`src/rtl/miis_pkg.sv`:
```
package miis_pkg;

    localparam int TABLE_DEPTH_DEF = 64;
    localparam int COORD_BITS_DEF  = 16;

    // fixed field widths of the channels
    localparam int POINT_W  = 16;
    localparam int LENGTH_W = 7;
    localparam int POS_W    = 6;

    // control half of the link that one cell hands to the next
    typedef struct packed {
        logic valid;    // entry holds a chain end
        logic gt;       // entry is valid and its end exceeds the incoming end
    } t_link_ctl;

endpackage

```
`src/rtl/miis_if.sv`:
```
interface miis_req_if;
    logic                             valid;
    logic                             ready;
    logic                             first_item;
    logic [miis_pkg::POINT_W-1:0]     start_point;
    logic [miis_pkg::POINT_W-1:0]     end_point;

    modport source (output valid, first_item, start_point, end_point, input ready);
    modport sink   (input valid, first_item, start_point, end_point, output ready);
endinterface

interface miis_rsp_if;
    logic                             valid;
    logic                             ready;
    logic [miis_pkg::LENGTH_W-1:0]    chain_length;
    logic                             wrote_entry;
    logic [miis_pkg::POS_W-1:0]       write_position;
    logic                             overflow;

    modport source (output valid, chain_length, wrote_entry, write_position, overflow,
                    input ready);
    modport sink   (input valid, chain_length, wrote_entry, write_position, overflow,
                    output ready);
endinterface

```
`src/rtl/max_increasing_interval_subseq.sv`:
```
// interval chain tracker
// i_req carries one interval per request (first_item, start_point, end_point);
// o_rsp returns one result per request (chain_length, wrote_entry,
// write_position, overflow), in request order.
// a row of TABLE_DEPTH cells holds the sorted chain end points, one per cell;
// every cell compares its end with the incoming interval in the same cycle and
// looks only at its left neighbor to decide whether it takes the new end.
// the result is registered and shows on o_rsp in the cycle after the request
// is taken. one request per cycle while the receiver takes results, set by that
// single parallel compare step across the cell row.
// i_req.ready stays high while the output register is empty or being drained,
// so a stalled receiver holds one result and blocks new requests until taken.
// reset (i_rst_n low, synchronous) empties the table and the output register;
// the cell contents are not cleared, entries past the chain length are unused.
// first_item set, or any request while the table is empty, restarts the table
// with that interval alone.
module max_increasing_interval_subseq #(
    parameter int TABLE_DEPTH = miis_pkg::TABLE_DEPTH_DEF,
    parameter int COORD_BITS  = miis_pkg::COORD_BITS_DEF
) (
    input  logic       i_clk,
    input  logic       i_rst_n,
    miis_req_if.sink   i_req,
    miis_rsp_if.source o_rsp
);
    import miis_pkg::*;

    localparam int CNT_W = $clog2(TABLE_DEPTH + 1);
    localparam int IDX_W = $clog2(TABLE_DEPTH);

    logic                  w_accept;
    logic [COORD_BITS-1:0] w_start;
    logic [COORD_BITS-1:0] w_end;
    logic                  w_empty;
    logic                  w_full;

    logic [TABLE_DEPTH-1:0] w_valid;
    logic [TABLE_DEPTH-1:0] w_we;
    logic [TABLE_DEPTH-1:0] w_append;
    t_link_ctl              w_link [TABLE_DEPTH+1];
    logic [COORD_BITS-1:0]  w_link_end [TABLE_DEPTH+1];

    logic                  w_wrote;
    logic                  w_any_append;
    logic                  w_ovf;
    logic [IDX_W-1:0]      w_pos;

    logic [CNT_W-1:0]      r_count;
    logic [CNT_W-1:0]      n_count;
    logic                  r_out_valid;
    logic [LENGTH_W-1:0]   r_chain;
    logic                  r_wrote;
    logic [POS_W-1:0]      r_pos;
    logic                  r_ovf;

    logic [CNT_W+LENGTH_W-1:0] w_count_ext;
    logic [IDX_W+POS_W-1:0]    w_pos_ext;

    assign i_req.ready = !r_out_valid || o_rsp.ready;
    assign w_accept    = i_req.valid && i_req.ready;

    // coordinates are taken in their low COORD_BITS bits
    assign w_start = COORD_BITS'({{COORD_BITS{1'b0}}, i_req.start_point});
    assign w_end   = COORD_BITS'({{COORD_BITS{1'b0}}, i_req.end_point});

    assign w_empty = (r_count == '0);
    assign w_full  = (r_count == CNT_W'(TABLE_DEPTH));

    assign w_link[0].valid = 1'b0;
    assign w_link[0].gt    = 1'b0;
    assign w_link_end[0]   = '0;

    for (genvar k = 0; k < TABLE_DEPTH; k++) begin : g_cell
        assign w_valid[k] = (r_count > CNT_W'(k));

        miis_cell #(
            .COORD_BITS (COORD_BITS)
        ) u_cell (
            .i_clk      (i_clk),
            .i_head     (k == 0),
            .i_valid    (w_valid[k]),
            .i_first    (i_req.first_item),
            .i_empty    (w_empty),
            .i_load     (w_accept),
            .i_start    (w_start),
            .i_end      (w_end),
            .i_prev     (w_link[k]),
            .i_prev_end (w_link_end[k]),
            .o_link     (w_link[k+1]),
            .o_end      (w_link_end[k+1]),
            .o_we       (w_we[k]),
            .o_append   (w_append[k])
        );
    end

    assign w_wrote      = |w_we;
    assign w_any_append = |w_append;

    // nothing greater and start beyond the last end, but no cell left
    assign w_ovf = !i_req.first_item && !w_empty && w_full && !w_link[TABLE_DEPTH].gt
                   && (w_start > w_link_end[TABLE_DEPTH]);

    always_comb begin
        w_pos = '0;
        for (int k = 0; k < TABLE_DEPTH; k++) begin
            w_pos = w_pos | (w_we[k] ? IDX_W'(k) : '0);
        end
    end

    always_comb begin
        if (i_req.first_item || w_empty) begin
            n_count = CNT_W'(1);
        end else if (w_any_append) begin
            n_count = r_count + CNT_W'(1);
        end else begin
            n_count = r_count;
        end
    end

    assign w_count_ext = {{LENGTH_W{1'b0}}, n_count};
    assign w_pos_ext   = {{POS_W{1'b0}}, w_pos};

    always_ff @(posedge i_clk) begin
        if (!i_rst_n) begin
            r_count     <= '0;
            r_out_valid <= 1'b0;
        end else begin
            if (w_accept) begin
                r_count     <= n_count;
                r_out_valid <= 1'b1;
            end else if (o_rsp.ready) begin
                r_out_valid <= 1'b0;
            end
        end
    end

    always_ff @(posedge i_clk) begin
        if (w_accept) begin
            r_chain <= w_count_ext[LENGTH_W-1:0];
            r_wrote <= w_wrote;
            r_pos   <= w_pos_ext[POS_W-1:0];
            r_ovf   <= w_ovf;
        end
    end

    assign o_rsp.valid          = r_out_valid;
    assign o_rsp.chain_length   = r_chain;
    assign o_rsp.wrote_entry    = r_wrote;
    assign o_rsp.write_position = r_pos;
    assign o_rsp.overflow       = r_ovf;

    a_count_bound: assert property (@(posedge i_clk) disable iff (!i_rst_n)
        r_count <= CNT_W'(TABLE_DEPTH))
        else $error("entry count beyond table depth");

    a_one_writer: assert property (@(posedge i_clk) disable iff (!i_rst_n)
        $onehot0(w_we))
        else $error("more than one cell takes the same interval");

    a_wrote_xor_ovf: assert property (@(posedge i_clk) disable iff (!i_rst_n)
        r_out_valid |-> !(r_wrote && r_ovf))
        else $error("overflow reported together with a write");

    a_first_restart: assert property (@(posedge i_clk) disable iff (!i_rst_n)
        (w_accept && i_req.first_item) |=> (r_count == CNT_W'(1)))
        else $error("first item did not restart the table");

    a_append_at_end: assert property (@(posedge i_clk) disable iff (!i_rst_n)
        (w_accept && w_any_append && !i_req.first_item && !w_empty)
        |=> (r_count == $past(r_count) + CNT_W'(1)))
        else $error("append did not grow the chain by one");

endmodule

```
`src/rtl/miis_cell.sv`:
```
module miis_cell #(
    parameter int COORD_BITS = 16
) (
    input  logic                     i_clk,
    input  logic                     i_head,
    input  logic                     i_valid,
    input  logic                     i_first,
    input  logic                     i_empty,
    input  logic                     i_load,
    input  logic [COORD_BITS-1:0]    i_start,
    input  logic [COORD_BITS-1:0]    i_end,
    input  miis_pkg::t_link_ctl      i_prev,
    input  logic [COORD_BITS-1:0]    i_prev_end,
    output miis_pkg::t_link_ctl      o_link,
    output logic [COORD_BITS-1:0]    o_end,
    output logic                     o_we,
    output logic                     o_append
);
    import miis_pkg::*;

    logic [COORD_BITS-1:0] r_end;
    logic                  w_gt;
    logic                  w_found;
    logic                  w_append;
    logic                  w_pred_ok;

    assign w_gt      = i_valid && (r_end > i_end);
    // table is sorted, so the first greater entry is where the flag switches on
    assign w_found   = w_gt && !i_prev.gt;
    assign w_append  = !i_valid && i_prev.valid && !i_prev.gt;
    assign w_pred_ok = i_start > i_prev_end;

    always_comb begin
        if (i_head) begin
            o_we = i_first || i_empty || w_gt;
        end else begin
            o_we = !i_first && !i_empty && (w_found || w_append) && w_pred_ok;
        end
    end

    assign o_append = o_we && !i_valid;

    assign o_link.valid = i_valid;
    assign o_link.gt    = w_gt;
    assign o_end        = r_end;

    always_ff @(posedge i_clk) begin
        if (i_load && o_we) begin
            r_end <= i_end;
        end
    end

endmodule

```
`src/flat_wrapper.sv`:
```
// flat-port wrapper written by rule: the top's interface ports become plain ports
module max_increasing_interval_subseq_flat import miis_pkg::*;
#(
    parameter int TABLE_DEPTH = miis_pkg::TABLE_DEPTH_DEF,
    parameter int COORD_BITS  = miis_pkg::COORD_BITS_DEF
)
  (i_clk, i_rst_n, i_req_valid, i_req_first_item, i_req_start_point, i_req_end_point, i_req_ready, o_rsp_valid, o_rsp_chain_length, o_rsp_wrote_entry, o_rsp_write_position, o_rsp_overflow, o_rsp_ready);
  miis_req_if i_req_i ();
  miis_rsp_if o_rsp_i ();
  input  logic i_clk;
  input  logic i_rst_n;
  input wire logic [$bits(i_req_i.valid)-1:0] i_req_valid;
  input wire logic [$bits(i_req_i.first_item)-1:0] i_req_first_item;
  input wire logic [$bits(i_req_i.start_point)-1:0] i_req_start_point;
  input wire logic [$bits(i_req_i.end_point)-1:0] i_req_end_point;
  output wire logic [$bits(i_req_i.ready)-1:0] i_req_ready;
  output wire logic [$bits(o_rsp_i.valid)-1:0] o_rsp_valid;
  output wire logic [$bits(o_rsp_i.chain_length)-1:0] o_rsp_chain_length;
  output wire logic [$bits(o_rsp_i.wrote_entry)-1:0] o_rsp_wrote_entry;
  output wire logic [$bits(o_rsp_i.write_position)-1:0] o_rsp_write_position;
  output wire logic [$bits(o_rsp_i.overflow)-1:0] o_rsp_overflow;
  input wire logic [$bits(o_rsp_i.ready)-1:0] o_rsp_ready;
  assign i_req_i.valid = i_req_valid;
  assign i_req_i.first_item = i_req_first_item;
  assign i_req_i.start_point = i_req_start_point;
  assign i_req_i.end_point = i_req_end_point;
  assign i_req_ready = i_req_i.ready;
  assign o_rsp_valid = o_rsp_i.valid;
  assign o_rsp_chain_length = o_rsp_i.chain_length;
  assign o_rsp_wrote_entry = o_rsp_i.wrote_entry;
  assign o_rsp_write_position = o_rsp_i.write_position;
  assign o_rsp_overflow = o_rsp_i.overflow;
  assign o_rsp_i.ready = o_rsp_ready;
  max_increasing_interval_subseq #(.TABLE_DEPTH(TABLE_DEPTH), .COORD_BITS(COORD_BITS)) u_core (.i_clk(i_clk), .i_rst_n(i_rst_n), .i_req(i_req_i), .o_rsp(o_rsp_i));
endmodule
```
`config.mk`:
```
export PLATFORM = sky130hd
export DESIGN_NAME = max_increasing_interval_subseq_flat
export DESIGN_NICKNAME = d
export VERILOG_FILES = /design/src/rtl/miis_pkg.sv /design/src/rtl/miis_if.sv /design/src/rtl/max_increasing_interval_subseq.sv /design/src/rtl/miis_cell.sv /design/src/flat_wrapper.sv
export SDC_FILE = /design/constraint.sdc
export NUM_CORES = 2
export LEC_CHECK = 0
export ABC_AREA = 0
export BUFFER_PORTS_ARGS = -buffer_cell sky130_fd_sc_hd__buf_2
export CAP_MARGIN = 40
export CORE_ASPECT_RATIO = 1.4
export CORE_UTILIZATION = 28
export CTS_BUF_LIST = sky130_fd_sc_hd__clkbuf_4 sky130_fd_sc_hd__clkbuf_8
export DETAILED_ROUTE_END_ITERATION = 12
export GPL_TIMING_DRIVEN = 0
export PLACE_DENSITY = 0.46
export SETUP_SLACK_MARGIN = 0.15
export SLEW_MARGIN = 20
export SYNTH_ARGS = -nofsm -noshare
export SYNTH_HDL_FRONTEND = slang
export SYNTH_SLANG_ARGS = --single-unit
```
`constraint.sdc`:
```
create_clock -name i_clk -period 6 [get_ports i_clk]
set_input_delay 0.3 -clock i_clk [delete_from_list [all_inputs] [get_ports i_clk]]
set_output_delay 0.3 -clock i_clk [all_outputs]
set_load 0.01 [all_outputs]
```
==> impl_metrics.toml <==
[placed_design]
place_congestion = 1.01
io_buffers = 52
dp_hpwl_um = 229000

[clock_network]
cts.sinks = 1047
cts_tree = "built"
htreeDepth = 4
clk_latency_ns = 1.00
clockBufferDepth = 4
cts_buffers = 185
clk_pin_slew_ns = 0.07
cts_root_buf = "clkbuf_8"

[drt]
wl_per_cell_um = 28.3
ant_nets = 0
firstDrtPassIters = 8
drcViolationCount = 0
wl_um = 350000
vias = 67462
drt_iter0_drc = 5627
viasPerCell = 5.45

[floorplanning]
dieArea_mm2 = 0.297
die_height_um = 644
die_w_um = 461
core_area_mm2 = 0.293
fp-row-count = 235
floorplan.initialDensity_pct = 28.1
num_io_pins = 54

[timing]
whs_ns = 0.225
max_freq_mhz = 170
relSlewSlack_pct = 31.1
worstMarginPinSlew_ns = 1.03
period_minus_slack_ns = 5.90
fin_crit_sh_pct = 98.3
fin_tns_setup_ns = 0
finalSetupViolations = 0
finClkSkew_ns = 0.0582
drv_slew = 0
hold_viol = 0
grt_setup_unrepaired = "false"

[worst_hold_path]
whs_path_depth = 2
hp-class = "input port to register"
hold_start = "i_req_end_point[0]"
hold_end = "u_core.g_cell[49].u_cell.o_end[0]"

[synthesis]
ys_seq_area_share_pct = 38.0
syn_area_per_cell_um2 = 10.4
synth_edf_count = 1039
yosys_warnings = 0
postSynthCellCount = 7910
yosys.area.top_type = "edfxtp_1"
synth.ff_latch_count = 1047
yosysTopAreaCellShare_pct = 37.9
syn_nets = 9999
ys_async_sr_fraction_pct = 0
syn_area_mm2 = 0.0824
synth_cell_types = 95
synth_flop_cell = "edfxtp_1"
synthTopCellsByArea = "edfxtp_1, ha_1, inv_1"

[layout]
syn_to_final_growth_pct = 14.7
layout_common_cells = "ha_1, inv_1, edfxtp_1, a21oi_1, nand2_1"
drive_gt1_share_pct = 7.62
final_common_cell = "ha_1"
nets = 10420

[global_routing]
grt_pass1_vias = 68000
top_usage_layer = "met2"
antenna_found_initial = 20
met3_usage_pct = 3.78
grt_usage_pct = 23.1
grt_use_met1_pct = 26.0
grt_max_degree = 61
grt_use_met2_pct = 40.5
grt_pass1_wl_um = 488000
overflow = 0

[critical_path]
path_max_fanout = 10
cp-end-kind = "register"
crit_arrival_ns = 6.66
r2r-start = "u_core.r_count[1]"
crit_required_ns = 6.76
r2r-end = "u_core.o_rsp.chain_length[4]"
worst_setup_path_start_kind = "register"
reg2regPathDepth = 17
critPathKind = "register to register"
rrSetupSlack_ns = 0.10

[power]
comb_power_share_pct = 15.4
switching_share_pct = 29.7
ir_drop_mv = 0.138
p_leak_nw = 42.4
clockPowerShare_pct = 38.9
p_int_mw = 12.4
power_density_mw_per_mm2 = 186
switchingPower_mw = 5.24
seq_power_share_pct = 45.8

[flow_run]
cap_viol_max_count = 0

[status]
status = "complete, no violations"
-- cell usage after synthesis (13+ instances only) --
| master | instances |
|---|---|
| or4_1 | 30 |
| and4_1 | 48 |
| a31oi_1 | 25 |
| clkbuf_1 | 14 |
| o2111ai_1 | 14 |
| a21o_1 | 260 |
| o21a_1 | 41 |
| a21boi_0 | 28 |
| inv_1 | 1118 |
| o21ai_0 | 242 |
| a2111oi_0 | 44 |
| buf_2 | 20 |
| and2_1 | 29 |
| nand3_1 | 190 |
| a21oi_1 | 820 |
| nand4_1 | 397 |
| nor2b_1 | 112 |
| o211ai_1 | 89 |
| nor4_1 | 84 |
| a221oi_1 | 32 |
| and3_1 | 13 |
| edfxtp_1 | 1039 |
| a221o_1 | 24 |
| ha_1 | 2052 |
| a211oi_1 | 48 |
| nor3_1 | 67 |
| nand2_1 | 464 |
| nand2b_1 | 31 |
| o22ai_1 | 14 |
| o221ai_1 | 15 |
| o31ai_1 | 24 |
| nor2_1 | 265 |
| a211o_1 | 23 |
-- cell families (layout without fill, tap and decap cells) --
family	after synthesis	in the layout	synth area share (%)
adder cells (fa/ha/maj)	2052	2052	31.2
AO/OA/AOI/OAI	1841	1841	14.0
AND/OR/NAND/NOR	1796	1796	11.3
buffers and inverters	1168	1725	5.43
flip-flops	1047	1047	38.0
XOR/XNOR	4	4	0.0425
multiplexers	2	2	0.0258
other	0	9	0
-- state kept, by name (all words and copies together) (netlist names) --
| name | flops |
|---|---|
| u_core.g_cell.u_cell.o_end | 1024 |
| u_core.o_rsp.chain_length | 7 |
| u_core.o_rsp.overflow | 1 |
| u_core.o_rsp.valid | 1 |
| u_core.o_rsp.write_position | 6 |
| u_core.o_rsp.wrote_entry | 1 |
| u_core.r_count | 7 |
-- power groups by stage --
stage | clock (mW) | sequential (mW) | combinational [mW]
final | 6.85 | 8.07 | 2.71
after global routing | 7.25 | 8.06 | 2.93
after CTS | 7.01 | 8.06 | 2.69
after detailed placement | 0 | 8.22 | 2.67
after global placement | 0 | 8.24 | 2.42
after floorplan | 0 | 8.22 | 1.22
-- stage by stage --
stage / setup WS (ns) / instances / utilization, % / cell area [µm²] / total power, mW
6_report: 0.102 / 12386 / 32.3 / 94500 / 17.6
5_1_grt: 0.151 / 12382 / 32.3 / 94500 / 18.2
4_1_cts: 0.256 / 12344 / 32.1 / 94100 / 17.8
3_5_place_dp: -0.178 / 12001 / 30.9 / 90400 / 10.9
3_3_place_gp: -8.98 / 11872 / 29.9 / 87600 / 10.7
2_1_floorplan: 1.29 / 7910 / - / 82400 / 9.44
-- how the worst max path moves through the flow --
stage	start	end	slack (ns)	cells past startpoint
final	u_core.r_count[1]	u_core.o_rsp.chain_length[4]	0.10	17
after global routing	u_core.r_count[1]	u_core.o_rsp.chain_length[5]	0.15	17
after CTS	i_req_end_point[9]	u_core.o_rsp.write_position[5]	0.26	17
after detailed placement	i_req_end_point[9]	u_core.o_rsp.write_position[5]	-0.18	16
after global placement	i_req_end_point[4]	u_core.g_cell[19].u_cell.o_end[4]	-8.98	10
after floorplan	i_req_end_point[11]	u_core.g_cell[36].u_cell.o_end[0]	1.29	8
-- area by class of cell --
class	count	area, µm²
Sequential cell	1047	31400
Antenna cell	9	22.5
Timing Repair Buffer	235	3340
Inverter	1119	4320
Clock buffer	240	2980
Tap cell	3910	4890
Buffer	48	284
Fill cell	29724	198000
Multi-Input combinational cell	5695	46800
Clock inverter	83	532
-- routing by layer --
layer | vias to the layer above | wire, µm
met2 | 2419 | 170000
met5 | - | 47
li1 | 30741 | -
met1 | 33353 | 135000
met4 | 6 | 24800
met3 | 943 | 20300
-- critical path: stages, from the launching register on --
cell and delay (ns):
dfxtp_1 0.34, buf_2 0.17, buf_2 0.20, inv_1 0.14
ha_1 0.37, nor2b_1 0.31, a31o_4 0.34, buf_4 0.39
clkbuf_4 0.39, buf_12 0.26, or3_1 0.47, o32a_1 0.21
o221ai_1 0.30, or4b_4 0.73, a211oi_4 0.41, a21oi_2 0.21
a21o_1 0.24, o31ai_1 0.12
-- what timing repair did --
| item | 4_1_cts | 5_1_grt |
|---|---|---|
| setup endpoints to repair | 13 | 16 |
| hold buffers | 19 | 0 |
| setup buffers | 2 | 0 |
| resized for setup | 1 | 7 |
| pin swaps | 1 | 1 |
| hold endpoints to repair | 515 | 0 |
No activity file was read; power rests on OpenSTA's default activity.
